## src/rtl/fsms_pkg.sv

```systemverilog
// Package with the types, constants and distance functions of the font style match selector.
`timescale 1ns / 1ps

package fsms_pkg;

   localparam int ID_BITS        = 8;
   localparam int VALUE_BITS     = 16;
   localparam int CALC_BITS      = VALUE_BITS + 2;
   localparam int WEIGHT_BITS    = 12;
   localparam int WIDTH_BITS     = 10;
   localparam int SLOPE_BITS     = 10;
   localparam int ITALIC_BITS    = 9;
   localparam int WD_DIST_BITS   = 11;
   localparam int SL_DIST_BITS   = 11;
   localparam int WT_DIST_BITS   = 13;
   localparam int CSR_INDEX_BITS = 3;
   localparam int CSR_DATA_BITS  = 12;

   typedef logic signed [VALUE_BITS-1:0] value_type;
   typedef logic signed [CALC_BITS-1:0]  calc_type;

   localparam value_type VALUE_TOP    = value_type'({1'b0, {(VALUE_BITS-1){1'b1}}});
   localparam value_type VALUE_BOTTOM = value_type'({1'b1, {(VALUE_BITS-1){1'b0}}});

   localparam calc_type WEIGHT_LOWER_Q2 = calc_type'(1600);
   localparam calc_type WEIGHT_UPPER_Q2 = calc_type'(2000);

   typedef enum logic [1:0] {
      CMD_CLEAR = 2'd0,
      CMD_ADD   = 2'd1,
      CMD_EVAL  = 2'd2
   } cmd_type;

   typedef enum logic [CSR_INDEX_BITS-1:0] {
      CSR_REQUEST_WEIGHT = 3'd0,
      CSR_REQUEST_WIDTH  = 3'd1,
      CSR_REQUEST_SLOPE  = 3'd2,
      CSR_NORMAL_WIDTH   = 3'd3,
      CSR_ITALIC_SLOPE   = 3'd4
   } csr_index_type;

   typedef struct packed {
      logic        [WEIGHT_BITS-1:0] weight_lo;
      logic        [WEIGHT_BITS-1:0] weight_hi;
      logic        [WIDTH_BITS-1:0]  width_lo;
      logic        [WIDTH_BITS-1:0]  width_hi;
      logic signed [SLOPE_BITS-1:0]  slope_lo;
      logic signed [SLOPE_BITS-1:0]  slope_hi;
   } ranges_type;

   typedef struct packed {
      logic [1:0]         cmd;
      logic [ID_BITS-1:0] candidate_id;
      ranges_type         ranges;
   } item_type;

   typedef struct packed {
      value_type weight_min;
      value_type weight_max;
      value_type width_min;
      value_type width_max;
      value_type slope_min;
      value_type slope_max;
   } bounds_type;

   localparam bounds_type BOUNDS_RESET = '{
      weight_min: VALUE_TOP, weight_max: VALUE_BOTTOM,
      width_min:  VALUE_TOP, width_max:  VALUE_BOTTOM,
      slope_min:  VALUE_TOP, slope_max:  VALUE_BOTTOM
   };

   typedef struct packed {
      logic        [WEIGHT_BITS-1:0] request_weight;
      logic        [WIDTH_BITS-1:0]  request_width;
      logic signed [SLOPE_BITS-1:0]  request_slope;
      logic        [WIDTH_BITS-1:0]  normal_width;
      logic        [ITALIC_BITS-1:0] italic_slope;
   } cfg_type;

   localparam cfg_type CFG_RESET = '{
      request_weight: 12'd1600,
      request_width:  10'd400,
      request_slope:  10'sd0,
      normal_width:   10'd400,
      italic_slope:   9'd80
   };

   typedef struct packed {
      logic                    is_better;
      logic [ID_BITS-1:0]      best_id;
      logic [WD_DIST_BITS-1:0] width_dist;
      logic [SL_DIST_BITS-1:0] slope_dist;
      logic [WT_DIST_BITS-1:0] weight_dist;
   } result_type;

   function automatic calc_type min_calc(calc_type a, calc_type b);
      return (a < b) ? a : b;
   endfunction

   function automatic calc_type max_calc(calc_type a, calc_type b);
      return (a > b) ? a : b;
   endfunction

   function automatic calc_type dist_width(calc_type lo, calc_type hi, calc_type q,
                                           calc_type nrm, calc_type bmax, calc_type bmin);
      calc_type d;
      if (q >= lo && q <= hi) begin
         d = '0;
      end else if (q > nrm) begin
         if (lo > q) d = lo - q;
         else d = max_calc(q, bmax) - hi;
      end else begin
         if (hi < q) d = q - hi;
         else d = lo - min_calc(q, bmin);
      end
      return d;
   endfunction

   function automatic calc_type dist_slope(calc_type lo, calc_type hi, calc_type q,
                                           calc_type it, calc_type bmax, calc_type bmin);
      calc_type d;
      if (q >= lo && q <= hi) begin
         d = '0;
      end else if (q >= it) begin
         if (lo > q) d = lo - q;
         else d = max_calc(q, bmax) - hi;
      end else if (q >= 0) begin
         if (hi >= 0 && hi < q) d = q - hi;
         else if (lo > q) d = lo;
         else d = max_calc(q, bmax) - hi;
      end else if (q > -it) begin
         if (lo > q && lo <= 0) d = lo - q;
         else if (hi < q) d = -hi;
         else d = lo - min_calc(q, bmin);
      end else begin
         if (hi < q) d = q - hi;
         else d = lo - min_calc(q, bmin);
      end
      return d;
   endfunction

   function automatic calc_type dist_weight(calc_type lo, calc_type hi, calc_type q,
                                            calc_type bmax, calc_type bmin);
      calc_type d;
      if (q >= lo && q <= hi) begin
         d = '0;
      end else if (q >= WEIGHT_LOWER_Q2 && q <= WEIGHT_UPPER_Q2) begin
         if (lo > q && lo <= WEIGHT_UPPER_Q2) d = lo - q;
         else if (hi < q) d = WEIGHT_UPPER_Q2 - hi;
         else d = lo - min_calc(q, bmin);
      end else if (q < WEIGHT_LOWER_Q2) begin
         if (hi < q) d = q - hi;
         else d = lo - min_calc(q, bmin);
      end else begin
         if (lo > q) d = lo - q;
         else d = max_calc(q, bmax) - hi;
      end
      return d;
   endfunction

endpackage

```

## src/rtl/fsms_if.sv

```systemverilog
// Channel interfaces for the request, response and register write ports.
`timescale 1ns / 1ps

interface fsms_req_if;
   import fsms_pkg::*;
   logic                           valid;
   logic                           ready;
   logic        [1:0]              cmd;
   logic        [ID_BITS-1:0]      candidate_id;
   logic        [WEIGHT_BITS-1:0]  weight_lo;
   logic        [WEIGHT_BITS-1:0]  weight_hi;
   logic        [WIDTH_BITS-1:0]   width_lo;
   logic        [WIDTH_BITS-1:0]   width_hi;
   logic signed [SLOPE_BITS-1:0]   slope_lo;
   logic signed [SLOPE_BITS-1:0]   slope_hi;

   modport source (output valid, cmd, candidate_id, weight_lo, weight_hi, width_lo, width_hi,
                   slope_lo, slope_hi, input ready);
   modport sink (input valid, cmd, candidate_id, weight_lo, weight_hi, width_lo, width_hi,
                 slope_lo, slope_hi, output ready);
endinterface

interface fsms_rsp_if;
   import fsms_pkg::*;
   logic                    valid;
   logic                    ready;
   logic                    is_better;
   logic [ID_BITS-1:0]      best_id;
   logic [WD_DIST_BITS-1:0] width_dist;
   logic [SL_DIST_BITS-1:0] slope_dist;
   logic [WT_DIST_BITS-1:0] weight_dist;

   modport source (output valid, is_better, best_id, width_dist, slope_dist, weight_dist,
                   input ready);
   modport sink (input valid, is_better, best_id, width_dist, slope_dist, weight_dist,
                 output ready);
endinterface

interface fsms_csr_if;
   import fsms_pkg::*;
   logic                      valid;
   logic                      ready;
   logic [CSR_INDEX_BITS-1:0] index;
   logic [CSR_DATA_BITS-1:0]  data;

   modport source (output valid, index, data, input ready);
   modport sink (input valid, index, data, output ready);
endinterface

```

## src/rtl/fsms_csr.sv

```systemverilog
// Configuration registers holding the requested style and the width and italic thresholds.
`timescale 1ns / 1ps

module fsms_csr (
   input  logic             clock,
   input  logic             reset,
   fsms_csr_if.sink         csr_bus,
   output fsms_pkg::cfg_type cfg
);
   import fsms_pkg::*;

   cfg_type cfg_ff;
   cfg_type cfg_in;
   logic    write_en;

   assign csr_bus.ready = 1'b1;
   assign write_en      = csr_bus.valid && csr_bus.ready;
   assign cfg           = cfg_ff;

   always_comb begin
      cfg_in = cfg_ff;
      if (write_en) begin
         unique case (csr_index_type'(csr_bus.index))
            CSR_REQUEST_WEIGHT: cfg_in.request_weight = WEIGHT_BITS'(csr_bus.data);
            CSR_REQUEST_WIDTH:  cfg_in.request_width  = WIDTH_BITS'(csr_bus.data);
            CSR_REQUEST_SLOPE:  cfg_in.request_slope  = SLOPE_BITS'(csr_bus.data);
            CSR_NORMAL_WIDTH:   cfg_in.normal_width   = WIDTH_BITS'(csr_bus.data);
            CSR_ITALIC_SLOPE:   cfg_in.italic_slope   = ITALIC_BITS'(csr_bus.data);
            default: ;
         endcase
      end
   end

   always_ff @(posedge clock) begin
      if (reset) begin
         cfg_ff <= CFG_RESET;
      end else begin
         cfg_ff <= cfg_in;
      end
   end

endmodule

```

## src/rtl/fsms_eval.sv

```systemverilog
// Distance computation and best-candidate comparison for one registered word.
`timescale 1ns / 1ps

module fsms_eval (
   input  fsms_pkg::item_type             item,
   input  fsms_pkg::cfg_type              cfg,
   input  fsms_pkg::bounds_type           bounds,
   input  fsms_pkg::ranges_type           best,
   input  logic                           have_best,
   input  logic [fsms_pkg::ID_BITS-1:0]   best_ident,
   output fsms_pkg::result_type           result,
   output logic                           take
);
   import fsms_pkg::*;

   calc_type q_weight;
   calc_type q_width;
   calc_type q_slope;
   calc_type q_normal;
   calc_type q_italic;
   calc_type cand_wd;
   calc_type cand_sl;
   calc_type cand_wt;
   calc_type best_wd;
   calc_type best_sl;
   calc_type best_wt;

   assign q_weight = CALC_BITS'(cfg.request_weight);
   assign q_width  = CALC_BITS'(cfg.request_width);
   assign q_slope  = CALC_BITS'(cfg.request_slope);
   assign q_normal = CALC_BITS'(cfg.normal_width);
   assign q_italic = CALC_BITS'(cfg.italic_slope);

   // The stored best is scored again against the current bounds.
   assign cand_wd = dist_width(CALC_BITS'(item.ranges.width_lo), CALC_BITS'(item.ranges.width_hi),
                               q_width, q_normal, CALC_BITS'(bounds.width_max),
                               CALC_BITS'(bounds.width_min));
   assign cand_sl = dist_slope(CALC_BITS'(item.ranges.slope_lo), CALC_BITS'(item.ranges.slope_hi),
                               q_slope, q_italic, CALC_BITS'(bounds.slope_max),
                               CALC_BITS'(bounds.slope_min));
   assign cand_wt = dist_weight(CALC_BITS'(item.ranges.weight_lo),
                                CALC_BITS'(item.ranges.weight_hi), q_weight,
                                CALC_BITS'(bounds.weight_max), CALC_BITS'(bounds.weight_min));
   assign best_wd = dist_width(CALC_BITS'(best.width_lo), CALC_BITS'(best.width_hi),
                               q_width, q_normal, CALC_BITS'(bounds.width_max),
                               CALC_BITS'(bounds.width_min));
   assign best_sl = dist_slope(CALC_BITS'(best.slope_lo), CALC_BITS'(best.slope_hi),
                               q_slope, q_italic, CALC_BITS'(bounds.slope_max),
                               CALC_BITS'(bounds.slope_min));
   assign best_wt = dist_weight(CALC_BITS'(best.weight_lo), CALC_BITS'(best.weight_hi),
                                q_weight, CALC_BITS'(bounds.weight_max),
                                CALC_BITS'(bounds.weight_min));

   always_comb begin
      take   = 1'b0;
      result = '0;
      unique case (cmd_type'(item.cmd))
         CMD_CLEAR: begin
            result.best_id = '0;
         end
         CMD_ADD: begin
            result.best_id = best_ident;
         end
         CMD_EVAL: begin
            if (!have_best) take = 1'b1;
            else if (cand_wd != best_wd) take = cand_wd < best_wd;
            else if (cand_sl != best_sl) take = cand_sl < best_sl;
            else take = cand_wt < best_wt;
            result.is_better   = take;
            result.best_id     = take ? item.candidate_id : best_ident;
            result.width_dist  = WD_DIST_BITS'(cand_wd);
            result.slope_dist  = SL_DIST_BITS'(cand_sl);
            result.weight_dist = WT_DIST_BITS'(cand_wt);
         end
         default: begin
            result.best_id = best_ident;
         end
      endcase
   end

endmodule

```

## src/rtl/fsms_core.sv

```systemverilog
// Input register, running bounds, stored best and response register around the evaluator.
`timescale 1ns / 1ps

module fsms_core (
   input  logic              clock,
   input  logic              reset,
   input  fsms_pkg::cfg_type cfg,
   fsms_req_if.sink          req_bus,
   fsms_rsp_if.source        rsp_bus
);
   import fsms_pkg::*;

   logic               in_valid_ff;
   logic               in_valid_in;
   item_type           item_ff;
   logic               out_valid_ff;
   logic               out_valid_in;
   result_type         rsp_ff;
   bounds_type         bounds_ff;
   bounds_type         bounds_in;
   ranges_type         best_ff;
   logic [ID_BITS-1:0] best_ident_ff;
   logic [ID_BITS-1:0] best_ident_in;
   logic               have_best_ff;
   logic               have_best_in;
   logic               req_accept;
   logic               advance;
   result_type         result;
   logic               take;

   // A word moves to the response register whenever that register is empty or drained.
   assign advance       = in_valid_ff && (!out_valid_ff || rsp_bus.ready);
   assign req_bus.ready = !in_valid_ff || advance;
   assign req_accept    = req_bus.valid && req_bus.ready;

   fsms_eval u_eval (
      .item       (item_ff),
      .cfg        (cfg),
      .bounds     (bounds_ff),
      .best       (best_ff),
      .have_best  (have_best_ff),
      .best_ident (best_ident_ff),
      .result     (result),
      .take       (take)
   );

   always_comb begin
      in_valid_in  = req_accept ? 1'b1 : (advance ? 1'b0 : in_valid_ff);
      out_valid_in = advance ? 1'b1 : (rsp_bus.ready ? 1'b0 : out_valid_ff);
   end

   always_comb begin
      bounds_in     = bounds_ff;
      best_ident_in = best_ident_ff;
      have_best_in  = have_best_ff;
      if (advance) begin
         unique case (cmd_type'(item_ff.cmd))
            CMD_CLEAR: begin
               bounds_in     = BOUNDS_RESET;
               best_ident_in = '0;
               have_best_in  = 1'b0;
            end
            CMD_ADD: begin
               bounds_in.weight_min = VALUE_BITS'(min_calc(CALC_BITS'(bounds_ff.weight_min),
                                                  CALC_BITS'(item_ff.ranges.weight_lo)));
               bounds_in.weight_max = VALUE_BITS'(max_calc(CALC_BITS'(bounds_ff.weight_max),
                                                  CALC_BITS'(item_ff.ranges.weight_hi)));
               bounds_in.width_min  = VALUE_BITS'(min_calc(CALC_BITS'(bounds_ff.width_min),
                                                  CALC_BITS'(item_ff.ranges.width_lo)));
               bounds_in.width_max  = VALUE_BITS'(max_calc(CALC_BITS'(bounds_ff.width_max),
                                                  CALC_BITS'(item_ff.ranges.width_hi)));
               bounds_in.slope_min  = VALUE_BITS'(min_calc(CALC_BITS'(bounds_ff.slope_min),
                                                  CALC_BITS'(item_ff.ranges.slope_lo)));
               bounds_in.slope_max  = VALUE_BITS'(max_calc(CALC_BITS'(bounds_ff.slope_max),
                                                  CALC_BITS'(item_ff.ranges.slope_hi)));
            end
            CMD_EVAL: begin
               if (take) begin
                  best_ident_in = item_ff.candidate_id;
                  have_best_in  = 1'b1;
               end
            end
            default: ;
         endcase
      end
   end

   always_ff @(posedge clock) begin
      if (reset) begin
         in_valid_ff   <= 1'b0;
         out_valid_ff  <= 1'b0;
         bounds_ff     <= BOUNDS_RESET;
         best_ident_ff <= '0;
         have_best_ff  <= 1'b0;
      end else begin
         in_valid_ff   <= in_valid_in;
         out_valid_ff  <= out_valid_in;
         bounds_ff     <= bounds_in;
         best_ident_ff <= best_ident_in;
         have_best_ff  <= have_best_in;
      end
   end

   always_ff @(posedge clock) begin
      if (req_accept) begin
         item_ff.cmd              <= req_bus.cmd;
         item_ff.candidate_id     <= req_bus.candidate_id;
         item_ff.ranges.weight_lo <= req_bus.weight_lo;
         item_ff.ranges.weight_hi <= req_bus.weight_hi;
         item_ff.ranges.width_lo  <= req_bus.width_lo;
         item_ff.ranges.width_hi  <= req_bus.width_hi;
         item_ff.ranges.slope_lo  <= req_bus.slope_lo;
         item_ff.ranges.slope_hi  <= req_bus.slope_hi;
      end
      if (advance) begin
         rsp_ff <= result;
      end
      if (advance && take) begin
         best_ff <= item_ff.ranges;
      end
   end

   assign rsp_bus.valid       = out_valid_ff;
   assign rsp_bus.is_better   = rsp_ff.is_better;
   assign rsp_bus.best_id     = rsp_ff.best_id;
   assign rsp_bus.width_dist  = rsp_ff.width_dist;
   assign rsp_bus.slope_dist  = rsp_ff.slope_dist;
   assign rsp_bus.weight_dist = rsp_ff.weight_dist;

   // Without a stored best the identifier reads as zero.
   assert property (@(posedge clock) disable iff (reset)
      !have_best_ff |-> best_ident_ff == '0)
      else $error("best identifier set without a stored best");

   assert property (@(posedge clock) disable iff (reset)
      advance && item_ff.cmd == CMD_CLEAR |=> !have_best_ff && out_valid_ff)
      else $error("clear word left a stored best");

   assert property (@(posedge clock) disable iff (reset)
      advance && item_ff.cmd == CMD_EVAL && !have_best_ff |-> take && result.is_better)
      else $error("first evaluated candidate was not taken");

   assert property (@(posedge clock) disable iff (reset)
      advance && take |=> have_best_ff && rsp_bus.best_id == best_ident_ff)
      else $error("new best not reflected in the response");

   assert property (@(posedge clock) disable iff (reset)
      advance && item_ff.cmd != CMD_EVAL |-> !take && !result.is_better)
      else $error("candidate taken on a word that does not evaluate");

endmodule

```

## src/rtl/font_style_match_selector_top.sv

```systemverilog
// Top level of the font style match selector: register block and matching core.
// Each accepted word waits in the input register, then its response in the response register;
// the two decouple the channels. Throughput: one word per cycle unless the response
// channel stalls; bounds and stored best update as each word leaves the input register.
// Reset (synchronous, active high) empties both registers, clears bounds and stored best.
`timescale 1ns / 1ps

module font_style_match_selector_top (
   input  logic       clock,
   input  logic       reset,
   fsms_req_if.sink   req_bus,
   fsms_rsp_if.source rsp_bus,
   fsms_csr_if.sink   csr_bus
);
   import fsms_pkg::*;

   cfg_type cfg;

   fsms_csr u_csr (
      .clock   (clock),
      .reset   (reset),
      .csr_bus (csr_bus),
      .cfg     (cfg)
   );

   fsms_core u_core (
      .clock   (clock),
      .reset   (reset),
      .cfg     (cfg),
      .req_bus (req_bus),
      .rsp_bus (rsp_bus)
   );

endmodule

```

## src/flat_wrapper.sv

```systemverilog
// flat-port wrapper written by rule: the top's interface ports become plain ports
module font_style_match_selector_top_flat import fsms_pkg::*;
  (clock, reset, req_bus_valid, req_bus_cmd, req_bus_candidate_id, req_bus_weight_lo, req_bus_weight_hi, req_bus_width_lo, req_bus_width_hi, req_bus_slope_lo, req_bus_slope_hi, req_bus_ready, rsp_bus_valid, rsp_bus_is_better, rsp_bus_best_id, rsp_bus_width_dist, rsp_bus_slope_dist, rsp_bus_weight_dist, rsp_bus_ready, csr_bus_valid, csr_bus_index, csr_bus_data, csr_bus_ready);
  fsms_req_if req_bus_i ();
  fsms_rsp_if rsp_bus_i ();
  fsms_csr_if csr_bus_i ();
  input  logic clock;
  input  logic reset;
  input wire logic [$bits(req_bus_i.valid)-1:0] req_bus_valid;
  input wire logic [$bits(req_bus_i.cmd)-1:0] req_bus_cmd;
  input wire logic [$bits(req_bus_i.candidate_id)-1:0] req_bus_candidate_id;
  input wire logic [$bits(req_bus_i.weight_lo)-1:0] req_bus_weight_lo;
  input wire logic [$bits(req_bus_i.weight_hi)-1:0] req_bus_weight_hi;
  input wire logic [$bits(req_bus_i.width_lo)-1:0] req_bus_width_lo;
  input wire logic [$bits(req_bus_i.width_hi)-1:0] req_bus_width_hi;
  input wire logic [$bits(req_bus_i.slope_lo)-1:0] req_bus_slope_lo;
  input wire logic [$bits(req_bus_i.slope_hi)-1:0] req_bus_slope_hi;
  output wire logic [$bits(req_bus_i.ready)-1:0] req_bus_ready;
  output wire logic [$bits(rsp_bus_i.valid)-1:0] rsp_bus_valid;
  output wire logic [$bits(rsp_bus_i.is_better)-1:0] rsp_bus_is_better;
  output wire logic [$bits(rsp_bus_i.best_id)-1:0] rsp_bus_best_id;
  output wire logic [$bits(rsp_bus_i.width_dist)-1:0] rsp_bus_width_dist;
  output wire logic [$bits(rsp_bus_i.slope_dist)-1:0] rsp_bus_slope_dist;
  output wire logic [$bits(rsp_bus_i.weight_dist)-1:0] rsp_bus_weight_dist;
  input wire logic [$bits(rsp_bus_i.ready)-1:0] rsp_bus_ready;
  input wire logic [$bits(csr_bus_i.valid)-1:0] csr_bus_valid;
  input wire logic [$bits(csr_bus_i.index)-1:0] csr_bus_index;
  input wire logic [$bits(csr_bus_i.data)-1:0] csr_bus_data;
  output wire logic [$bits(csr_bus_i.ready)-1:0] csr_bus_ready;
  assign req_bus_i.valid = req_bus_valid;
  assign req_bus_i.cmd = req_bus_cmd;
  assign req_bus_i.candidate_id = req_bus_candidate_id;
  assign req_bus_i.weight_lo = req_bus_weight_lo;
  assign req_bus_i.weight_hi = req_bus_weight_hi;
  assign req_bus_i.width_lo = req_bus_width_lo;
  assign req_bus_i.width_hi = req_bus_width_hi;
  assign req_bus_i.slope_lo = req_bus_slope_lo;
  assign req_bus_i.slope_hi = req_bus_slope_hi;
  assign req_bus_ready = req_bus_i.ready;
  assign rsp_bus_valid = rsp_bus_i.valid;
  assign rsp_bus_is_better = rsp_bus_i.is_better;
  assign rsp_bus_best_id = rsp_bus_i.best_id;
  assign rsp_bus_width_dist = rsp_bus_i.width_dist;
  assign rsp_bus_slope_dist = rsp_bus_i.slope_dist;
  assign rsp_bus_weight_dist = rsp_bus_i.weight_dist;
  assign rsp_bus_i.ready = rsp_bus_ready;
  assign csr_bus_i.valid = csr_bus_valid;
  assign csr_bus_i.index = csr_bus_index;
  assign csr_bus_i.data = csr_bus_data;
  assign csr_bus_ready = csr_bus_i.ready;
  font_style_match_selector_top u_core (.clock(clock), .reset(reset), .req_bus(req_bus_i), .rsp_bus(rsp_bus_i), .csr_bus(csr_bus_i));
endmodule
```

## config.mk

```make
export PLATFORM = sky130hd
export DESIGN_NAME = font_style_match_selector_top_flat
export DESIGN_NICKNAME = d
export VERILOG_FILES = /design/src/rtl/fsms_pkg.sv /design/src/rtl/fsms_if.sv /design/src/rtl/fsms_csr.sv /design/src/rtl/fsms_eval.sv /design/src/rtl/fsms_core.sv /design/src/rtl/font_style_match_selector_top.sv /design/src/flat_wrapper.sv
export SDC_FILE = /design/constraint.sdc
export NUM_CORES = 2
export LEC_CHECK = 0
export BUFFER_PORTS_ARGS = -buffer_cell sky130_fd_sc_hd__buf_2
export CAP_MARGIN = 20
export CELL_PAD_IN_SITES_DETAIL_PLACEMENT = 2
export CELL_PAD_IN_SITES_GLOBAL_PLACEMENT = 2
export CORE_MARGIN = 1
export CORE_UTILIZATION = 25
export CTS_BUF_LIST = sky130_fd_sc_hd__clkbuf_8 sky130_fd_sc_hd__clkbuf_16
export CTS_CLUSTER_DIAMETER = 30
export DETAILED_ROUTE_END_ITERATION = 10
export GPL_TIMING_DRIVEN = 0
export PLACE_DENSITY = 0.57
export SKIP_LAST_GASP = 1
export SYNTH_ARGS = -nofsm -noshare
export SYNTH_HDL_FRONTEND = slang
export SYNTH_HIERARCHICAL = 1
export SYNTH_SLANG_ARGS = --single-unit
```

## constraint.sdc

```tcl
create_clock -name clock -period 20 [get_ports clock]
set_input_delay 2 -clock clock [delete_from_list [all_inputs] [get_ports clock]]
set_output_delay 2 -clock clock [all_outputs]
set_load 0.005 [all_outputs]
```

# Word-level counts from Yosys, hierarchy flattened
# Index checks and enable logic that the tools add are counted.
# Widths: inputs -> output; s select.
# op_classes
addsub,29
multipliers,0
div,0
order_cmp,52
n_eq_ne,15
shift,0
muxes,70
n_bitwise,0
reduce_logical,38
# op_table
op,n
$mux 18,48
$pmux 96 s2,1
$mux 16,6
$sub 10x10->11,8
$lt 18x18->1,3
$sub 12x12->13,4
$ge 10x10->1,5
$gt 10x10->1,5
$le 10x10->1,4
$lt 10x10->1,4
$le 12x11->1 const B,3
$ne 18x18->1,2
$neg 10->18,2
$sub 10x18->18,2
$sub 11x18->18,2
$sub 13x18->18,2
$sub 18x10->18,2
$sub 18x11->18,2
$sub 18x13->18,2
$pmux 8 s2,2
$ge 10x1->1 const B,3
$sub 11x12->13 const A,2
$ge 12x12->1,2
$gt 12x12->1,2
other kinds (36),86
# word_totals
register_bits,340
latch_bits,0
ram_bits,0
rom_bits,0
in_bits,94
output_inout_bits,47
wordCells,238
n_memories,0

# Longest topological paths before layout
# logic_depth
ltp_word,17
ltp_mapped,52
mapped_depth_nobuf,49

# Hierarchy
# Netlist, hierarchy kept.
# by_module_without_submodules
module,n_inst,cells_per_inst,area_each_um2,seq_area_each_um2
fsms_eval,1,3722,24567.3,0.0
fsms_core,1,700,9947.0,7086.8
fsms_csr,1,191,2062.0,1021.0

# Worst setup path before layout
# Ideal clock, no wire load.
# synth_timing
path_kind,reg-to-reg
from,reg u_core.u_csr.cfg_ff (netlist bit u_core/u_csr/cfg[40])
to,reg u_core/u_core/best_ff[0] in the netlist's numbering (enable)
setup_time_ns,0.418
arrival_ns,9.617
t_required_ns,19.582
path_slack_ns,9.965
stages_incl_launch_ff,45
n_path_buf,3
period_less_slack_ns,10.035
path_cell_list,dfxtp_1 > ha_1 > a21o_1 > a21o_1 > a21o_1 > a21o_1 > a21o_1 > a21o_1 > a21o_1 > a21o_1 > a21o_1 > a21o_1 > a21oi_1 > or4b_2 > ha_1 > clkbuf_1 > buf_1 > mux2i_1 > [9 not listed] > o41ai_1 > xor2_1 > nand2_1 > a221oi_1 > nor3_1 > ha_1 > a21o_1 > a21oi_1 > nor2b_1 > o21ai_0 > o211ai_1 > a21oi_1 > nand4_1 > o41a_1 > clkbuf_1 > nor2_1 > nand3_1 > inv_1
# synth_via
elab_chain_len,14
word_cells_on_any_way,49
cone_classes,add/sub: 8; order compare: 14; mux: 21; reduce/logical: 6
# synth_rtl
element,line,text
start: declaration,fsms_csr.sv:12,cfg_type cfg_ff;
start signal: assignment,fsms_csr.sv:38,cfg_ff <= cfg_in;
$gt 13x16->1 / $lt 13x16->1 (equally long branches),"fsms_pkg.sv:101, fsms_pkg.sv:97",
"$mux 18, on equally long branches","fsms_pkg.sv:101, fsms_pkg.sv:97",
$sub 18x13->18 / $sub 13x18->18 (equally long branches),"fsms_pkg.sv:156, fsms_pkg.sv:150, fsms_pkg.sv:153",
"$mux 18, on equally long branches","fsms_pkg.sv:155, fsms_pkg.sv:149, fsms_pkg.sv:152",
"$mux 18, on equally long branches","fsms_pkg.sv:151, fsms_pkg.sv:148",
$mux 18,fsms_pkg.sv:147,end else if (q >= WEIGHT_LOWER_Q2 && q <= WEIGHT_UPPER_Q2) begin
$mux 18,fsms_pkg.sv:145,if (q >= lo && q <= hi) begin
$lt 18x18->1 (*),fsms_eval.sv:68,else take = cand_wt < best_wt;
$mux 1 (*),fsms_eval.sv:67,else if (cand_sl != best_sl) take = cand_sl < best_sl;
$mux 1 (*),fsms_eval.sv:66,else if (cand_wd != best_wd) take = cand_wd < best_wd;
$mux 1 (*),fsms_eval.sv:65,if (!have_best) take = 1'b1;
$mux 1 (*),fsms_eval.sv:57,unique case (cmd_type'(item.cmd))
$mux 1 (*),--,
net u_core.u_core.take,fsms_core.sv:29,logic take;
$logic_and 1x1->1 (*),fsms_core.sv:118,if (advance && take) begin
end signal: assignment,fsms_core.sv:119,best_ff <= item_ff.ranges;
end: declaration,fsms_core.sv:21,ranges_type best_ff;
# Mark *: on every way through the listed nets, which the timed path passes. The rest lies on a longest branch. The select of a mux whose other input is x is not followed.
# A chain may end at the register's enable or synchronous reset.

# Worst setup path after layout
# layout_timing
from,reg u_core.u_csr.cfg_ff (netlist bit u_core/u_csr/cfg[40])
to,reg u_core/u_core/best_ff[9] in the netlist's numbering (enable)
# The elaborated chain is that of the path after synthesis.

==> flow_summary_export.csv <==
group,metric,value,unit
finish,areaGrowthSynthToFinish,20.0,%
worst_setup_path,cp_data_required_time,20340,ps
sta,min_period,13250,ps
finish,nets,5536,
sta,fin_skew,58.9,ps
clock_tree,clkSinkCount,314,
sta,slew-limit-headroom,20.1,%
detailed_routing,via_count,37347,
sta,setup-tns-final,0,ps
floorplanning,ios,141,
synth,yosysSeqAreaShare,22.2,%
sta,setup_violations,0,
synth,synth_top_family_by_area,"compound AO/OA/AOI/OAI gates",
worst_setup_path,path_common_cell,"a21o_1",
global_routing,grt_max_degree,46,
clock_tree,cts_tree,"built",
synth,synth_top_area_share,17.3,%
synth,synth_cell_type_count,109,
outcome,status,"completed",
sta,period_share,66.3,%
synth,synth_edf_count,182,
global_routing,grt_remaining_overflow,0,
detailed_routing,ant_nets,0,
global_routing,antenna_found_initial,6,
synth,synth-simple-area-share,18.4,%
worst_setup_path,start_kind,"flip-flop",
synth,synth_cells,4613,
floorplanning,die_h,385,µm
detailed_routing,wire_per_inst,27.1,µm
clock_tree,htreeDepth,3,
placed_design,place.gp.congestion,0.921,
sta,rsz0062_at_grt,"false",
pwr,leakagePower,19.2,nW
detailed_routing,dr.pass1.iters,5,
placed_design,port_buffers,139,
worst_setup_path,worstSetupStartpoint,"u_core/u_csr/cfg[40]$_SDFFE_PP0P_",
clock_tree,cts_made_buffers,107,
synth,avgSynthCellArea,7.93,µm²
worst_setup_path,crit_path_end_kind,"flip-flop",
synth,synth_flop_cell,"edfxtp_1",
global_routing,grt_pass1_wl,268000,µm
synth,ys_warn_count,6,
floorplanning,die_area,148000,µm²
worst_setup_path,max_stage_delay,990,ps
sta,hold_slack,471,ps
clock_tree,clk_pin_slew,40,ps
min_path,min_path_type,"reg -> reg",
detailed_routing,viasPerCell,5.40,
sta,max_freq,75.5,MHz
global_routing,grt_usage,24.8,%
floorplanning,placementRows,139,
worst_setup_path,crit_path_top_delay_cell,"dfxtp_1",
clock_tree,hold_buffers,0,
floorplanning,start_util,25.3,%
detailed_routing,wl,187000,µm
min_path,min_from,"u_core/u_core/best_ident_ff[6]$_SDFFE_PP0P_",
clock_tree,clockBufferDepth,3,
worst_setup_path,worstPathMaxFanout,40,
pwr,powerDensity,77.4,nW/µm²
clock_tree,root_buffer,"clkbuf_16",
worst_setup_path,r2r_start,"u_core/u_csr/cfg[40]$_SDFFE_PP0P_",
synth,synth-compound-area-share,25.3,%
clock_tree,cts_resized,0,
synth,synthAdderAreaFrac,18.8,%
placed_design,dpl.hpwl,152000,µm
pwr,vdd_ir_drop_max,73.8,µV
synth,synth.mux.area_fraction,4.00,%
sta,hold_violations,0,
synth,synth.ff_latch_count,314,
detailed_routing,drt_iter0_markers,2027,
clock_tree,postCtsSetupRepairBufs,0,
global_routing,grt_pass1_vias,39252,
detailed_routing,route.detailed.drc,0,
job,cap_violations,0,
clock_tree,clk_latency,740,ps
floorplanning,chipWidth,385,µm
synth,synth_largest_area_cell,"ha_1",
synth,synth_xor_area_share,4.84,%
sta,worst_slew_pin_slew,1200,ps
synth,syn_area,36600,µm²
synth,synthArstFlopShare,0,%
synth,yosys-top-cells-area,"ha_1, edfxtp_1, dfxtp_1",
floorplanning,core,144000,µm²
worst_setup_path,cp_data_arrival_time,13590,ps
finish,final_layout_size_suffix_gt1_share,8.49,%
sta,drv_slew,0,
worst_setup_path,criticalPathCategory,"reg -> reg",
==> registers in the layout, indices dropped and copies added (netlist names) <==
signal and count:
u_core/u_core/best_ff 64, u_core/u_csr/cfg 51, u_core/u_core/rsp_bus.best_id 8, u_core/u_core/bounds_ff 70
u_core/u_core/rsp_bus.is_better 1, u_core/u_core/rsp_bus.width_dist 11, u_core/u_core/item_ff 74, u_core/u_core/rsp_bus.slope_dist 11
u_core/u_core/in_valid_ff 1, u_core/u_core/best_ident_ff 8, u_core/u_core/have_best_ff 1, u_core/u_core/rsp_bus.valid 1
u_core/u_core/rsp_bus.weight_dist 13
==> through the flow <==
| stage | utilization, % | area, µm² | setup WS, ps | total power (W) | std cells |
|---|---|---|---|---|---|
| 3_5_place_dp | 27.7 | 40000 | 6890 | 0.00163 | 6703 |
| 5_1_grt | 30.4 | 43900 | 6060 | 0.00354 | 6911 |
| 4_1_cts | 30.4 | 43800 | 6770 | 0.00343 | 6906 |
| 2_1_floorplan | - | 36700 | 9960 | 0.00129 | 4647 |
| 6_report | 30.4 | 43900 | 6750 | 0.00340 | 6917 |
| 3_3_place_gp | 27.6 | 39800 | 5260 | 0.00161 | 6689 |
==> routing by layer <==
metal  up-vias  global-route usage (%)  routed length [µm]
met5         -                       0                  20
met4         4                    8.39                6570
met3       256                    2.92                7870
met2       828                    39.6               83000
met1     18839                    34.4               90000
li1      17420                       -                   -
==> power by group <==
group          switching [W]  internal (W)
sequential         0.0000475      0.000713
combinational       0.000565      0.000309
clock               0.000544       0.00122
==> critical path: cells and delay by family, from the launching register on <==
| family | cells | cell delay [ps] |
|---|---|---|
| buffers and inverters | 5 | 2070 |
| XOR/XNOR | 1 | 240 |
| AND/OR/NAND/NOR | 7 | 1050 |
| multiplexers | 1 | 540 |
| flip-flops | 1 | 990 |
| adder cells (fa/ha/maj) | 4 | 1240 |
| AO/OA/AOI/OAI | 29 | 6610 |
==> layout by cell type, fill, tap and decap left out, types with 122 or more instances in the layout <==
cell | Yosys | routed
o21ai_0 | 327 | 327
edfxtp_1 | 182 | 182
ha_1 | 506 | 506
inv_1 | 463 | 473
dfxtp_1 | 132 | 131
nor2_1 | 349 | 349
mux2i_1 | 128 | 128
a21oi_1 | 370 | 370
xnor2_1 | 148 | 148
nand3_1 | 122 | 122
clkbuf_1 | 126 | 125
nand2b_1 | 123 | 123
nand2_1 | 330 | 330
buf_2 | 10 | 150
==> final timing paths <==
path	to	slack [ps]	cells after the start
max	u_core/u_core/best_ff[9]$_DFFE_PP_	6750	47
min	u_core/u_core/best_ident_ff[6]$_SDFFE_PP0P_	470	2
max reg2reg	u_core/u_core/best_ff[9]$_DFFE_PP_	6750	47
min reg2reg	u_core/u_core/best_ident_ff[6]$_SDFFE_PP0P_	470	2
==> layout make-up <==
cell class | count | area [µm²]
inverters | 465 | 1750
plain buffers | 153 | 622
fillers | 16620 | 100000
flip-flops and latches | 314 | 8110
clock buffers | 118 | 2840
multi-input cells | 3715 | 26200
diodes | 6 | 15.0
repair buffers | 158 | 952
well taps | 1903 | 2380
clock inverters | 85 | 981
==> cell usage after synthesis, types with 12 or more instances <==
cell / instances
a31oi_1: 35
a2111oi_0: 13
inv_1: 463
a211oi_1: 60
o21a_1: 62
mux2i_1: 128
o221ai_1: 14
nand2b_1: 123
and3_1: 33
or2_2: 16
a311oi_1: 13
a221oi_1: 16
o21ai_0: 327
nand2_1: 330
dfxtp_1: 132
nand4_1: 54
or3_1: 40
a21oi_1: 370
edfxtp_1: 182
mux2_2: 12
o31ai_1: 20
o41ai_1: 14
o311ai_0: 14
o211ai_1: 54
o21ai_1: 32
a21o_1: 118
nor4_1: 29
nor2b_1: 79
a22o_1: 23
xor2_1: 54
nor2_1: 349
o22ai_1: 19
fa_1: 22
a21boi_0: 40
o21bai_1: 29
and2_1: 42
xnor2_1: 148
nor3_1: 98
o22a_1: 28
o2111ai_1: 12
nand3_1: 122
ha_1: 506
clkbuf_1: 126
==> logic make-up after synthesis <==
group,after synthesis
AOI/OAI and AO/OA,1424
xor gates and xnor gates,202
adders and majority gates,537
buffers and inverters,618
DFF,314
muxes,144
other,2
and+or+nand+nor,1372
(Power assumes the default switching activity.)
